===== config.mk =====
export PLATFORM = sky130hd
export DESIGN_NAME = sat_ram
export DESIGN_NICKNAME = d
export VERILOG_FILES = /design/src/rtl/core/sat_ram.sv
export SDC_FILE = /design/constraint.sdc
export NUM_CORES = 1
export LEC_CHECK = 0
export BUFFER_PORTS_ARGS = -buffer_cell sky130_fd_sc_hd__buf_2
export CAP_MARGIN = 25
export CORE_MARGIN = 1.5
export CORE_UTILIZATION = 37
export CTS_BUF_LIST = sky130_fd_sc_hd__clkbuf_4
export CTS_CLUSTER_DIAMETER = 30
export CTS_CLUSTER_SIZE = 12
export DETAILED_ROUTE_END_ITERATION = 10
export GPL_ROUTABILITY_DRIVEN = 1
export PLACE_DENSITY = 0.51
export SLEW_MARGIN = 40
export SYNTH_ARGS = -nofsm -noshare
export SYNTH_HDL_FRONTEND = slang
export SYNTH_SLANG_ARGS = --single-unit

===== constraint.sdc =====
create_clock -name clock -period 2.7 [get_ports clock]
set_clock_uncertainty 0.1 [all_clocks]
set_input_delay 0.27 -clock clock [delete_from_list [all_inputs] [get_ports clock]]
set_output_delay 0.27 -clock clock [all_outputs]
set_load 0.005 [all_outputs]

===== src/rtl/core/sat_ram.sv =====
// Generic single-write, single-read synchronous RAM with registered read data.
// No dependencies.
`timescale 1ns / 1ps
module sat_ram #(
   parameter int WIDTH = 8,
   parameter int DEPTH = 16
) (
   input  logic                     clock,
   input  logic                     wr_en,
   input  logic [$clog2(DEPTH)-1:0] wr_addr,
   input  logic [WIDTH-1:0]         wr_data,
   input  logic [$clog2(DEPTH)-1:0] rd_addr,
   output logic [WIDTH-1:0]         rd_data
);
   logic [WIDTH-1:0] mem [DEPTH];

   always_ff @(posedge clock) begin
      if (wr_en) begin
         mem[wr_addr] <= wr_data;
      end
      rd_data <= mem[rd_addr];
   end
endmodule


==> results.md <==
* Critical path depth at 3
* Setup_tns at 0 ps
* Yosys warning total at 0
* Most frequent cells in the layout: 128 x edfxtp_1, 25 x clkbuf_4, 25 x buf_2
* Clk sink count at 136
* Final Slew Violations at 0
* Syn nets at 247
* Required @ worst endpoint at 2980 ps
* CTS Buffer Depth at 2
* Die ar. at 0.0146 mm2
* Worst path slowest cell: mux4_2
* Async SR Flop Fraction at 0
* CP Class: reg2reg
* Max-cap violations at 0
* Max_slew headroom at 0.513
* Crit-path max FO at 1
* H-tree Lvls at 4
* Total CTS buffers at 17
* Share of cells above drive strength 1 at 0.301
* Number of antenna diodes at 0
* Endpoints failing setup at 0
* Initial antenna violation count at 0
* First-pass GRT wire length at 15.5 mm
* Hold Path Depth at 1
* Netlist cell types at 19
* Port bufs at 25
* Grt total ovfl at 0
* Area contributors post-synth: edfxtp_1 75%, mux4_2 7.9%, mux4_1 7.1%, dfxtp_1 3.1%, a22oi_1 2.3%
* Final period util at 0.538
* Post-route ant nets at 0
* Fmax at 0.688 GHz
* Largest net degree at the start of global routing at 33
* Post-synthesis register bit count at 136
* Crit path largest cell delay at 480 ps
* Initial Utilization at 0.384
* Startpoint types: register
* Nets at 304
* Ys flop type: edfxtp_1
* Core Area at 0.0134 mm2
* Worst-margin pin slew at 728 ps
* DP HPWL at 6.47 mm
* DR vias/cell at 5.09
* Root Buffer: clkbuf_4
* Area grow syn2layout at 13.6%
* DR iter-0 viols at 145
* PwrDens at 644 mW/mm2
* RSZ-0062 raised after global routing: false
* Path depth of the worst reg2reg path at 3
* Post-synthesis sequential area ratio at 0.778
* HP Class: in2reg
* Number of global-route vias before repair at 2,582
* Gpl congestion at 0.698
* Buf/Inv on CP at 0
* Die Y at 121 um
* Die Width at 121 um
* Critical path's top delay family: multiplexers
* Commonest non-fill, non-tap cell in the layout: edfxtp_1
* Crit end category: register
* Post-synthesis instance total at 229
* Outcome: completed
* CTS tree: built
* Leak Pwr at 1.96 nW
* Num ports at 26
* Row count at 42
* Pre-CTS setup slack at 746 ps
* Worst path cell trace: mux4_2, a22oi_1, nand2_1
* Average cell area after synthesis at 22.5 um2
* Synthesized cell area at 0.00515 mm2
* Share of the synthesized area in the top cell type at 0.747
* Peak VDD IR at 0.412 mV
* Final WL at 10.2 mm
* Yosys top cell by area: edfxtp_1
* PnR worst setup slack at 1250 ps
* Period minus WS final at 1450 ps
* CP arrival at 1740 ps
* Post-CTS sizing at 0
* Post-route DRC at 0
* Vias post-DR at 2,417
* DRT Pass-1 Iters at 4
* Worst-skew pair later-pin latency at 510 ps
* Number of flops mapped to enable cells by yosys at 128
* WL per Instance at 21.4 um
* GRT Total Usage at 0.152
* Fin. Hold Viols at 0
* Clk slew on worst S/H paths at 110 ps
-- sequential cells by signal, indices dropped and copies added (netlist names) --
register / flops
mem: 128
rd_data: 8
-- area by class of cell --
class	instances	area, um2
Fill cell	1183	7550
Multi-Input combinational cell	83	1060
Tap cell	176	220
Timing Repair Buffer	48	323
Sequential cell	136	4000
Clock inverter	7	53.8
Clock buffer	25	188
-- Yosys cell counts, types with 2 or more instances --
| cell | count |
|---|---|
| mux4_2 | 18 |
| mux4_1 | 14 |
| buf_2 | 3 |
| a22oi_1 | 16 |
| clkdlybuf4s25_2 | 3 |
| dfxtp_1 | 8 |
| nand2b_1 | 2 |
| nand3b_1 | 2 |
| buf_6 | 3 |
| edfxtp_1 | 128 |
| nor3_1 | 4 |
| nor2_1 | 13 |
| nand2_1 | 9 |
-- power breakdown --
group          total (mW)  internal, mW  switching (mW)
Clock                1.17         0.524           0.649
Sequential           2.37          2.36          0.0129
Combinational       0.223        0.0974           0.125
Total                3.76          2.98           0.787
-- stage by stage --
stage / cell area, um2 / power [mW] / hold WS [ps] / util / cells
2_1_floorplan: 5150 / 2.54 / 269 / - / 229
3_3_place_gp: 5550 / 2.64 / 547 / 0.414 / 438
3_5_place_dp: 5550 / 2.64 / 548 / 0.414 / 438
4_1_cts: 5810 / 3.80 / 2.42 / 0.433 / 471
5_1_grt: 5850 / 3.91 / 0.960 / 0.436 / 475
6_report: 5850 / 3.76 / 49.6 / 0.436 / 475
-- metal layers --
layer  part of all wire  GRT usage  vias up  wire length [um]
li1                   -          -     1093                 -
met1               0.46      0.209     1256              4720
met2               0.47      0.236       62              4830
met3              0.053     0.0484        6               543
met4             0.0082     0.0419        0                83
met5                  0          0        -                 0
-- repair_timing --
item | in CTS | in global routing
setup buffers | 0 | 0
endpoints found under the hold margin | 1 | 42
hold buffers | 1 | 4
-- kinds of logic (layout without fill, tap and decap cells) --
group / after synthesis / after routing / share of synthesized area
flops: 136 / 136 / 0.778
simple gates: 35 / 35 / 0.0318
mux: 32 / 32 / 0.150
compound gates: 16 / 16 / 0.0233
buf+inv: 10 / 80 / 0.0168
-- path summary, 6_finish.rpt --
kind | end | from | slack (ps)
min reg2reg | rd_data[5] | mem[15][5] | 600
min | mem[2][5] | wr_data[5] | 50
max reg2reg | rd_data[6] | mem[10][6] | 1250
max | rd_data[6] | mem[10][6] | 1250
(Power assumes the default switching activity.)
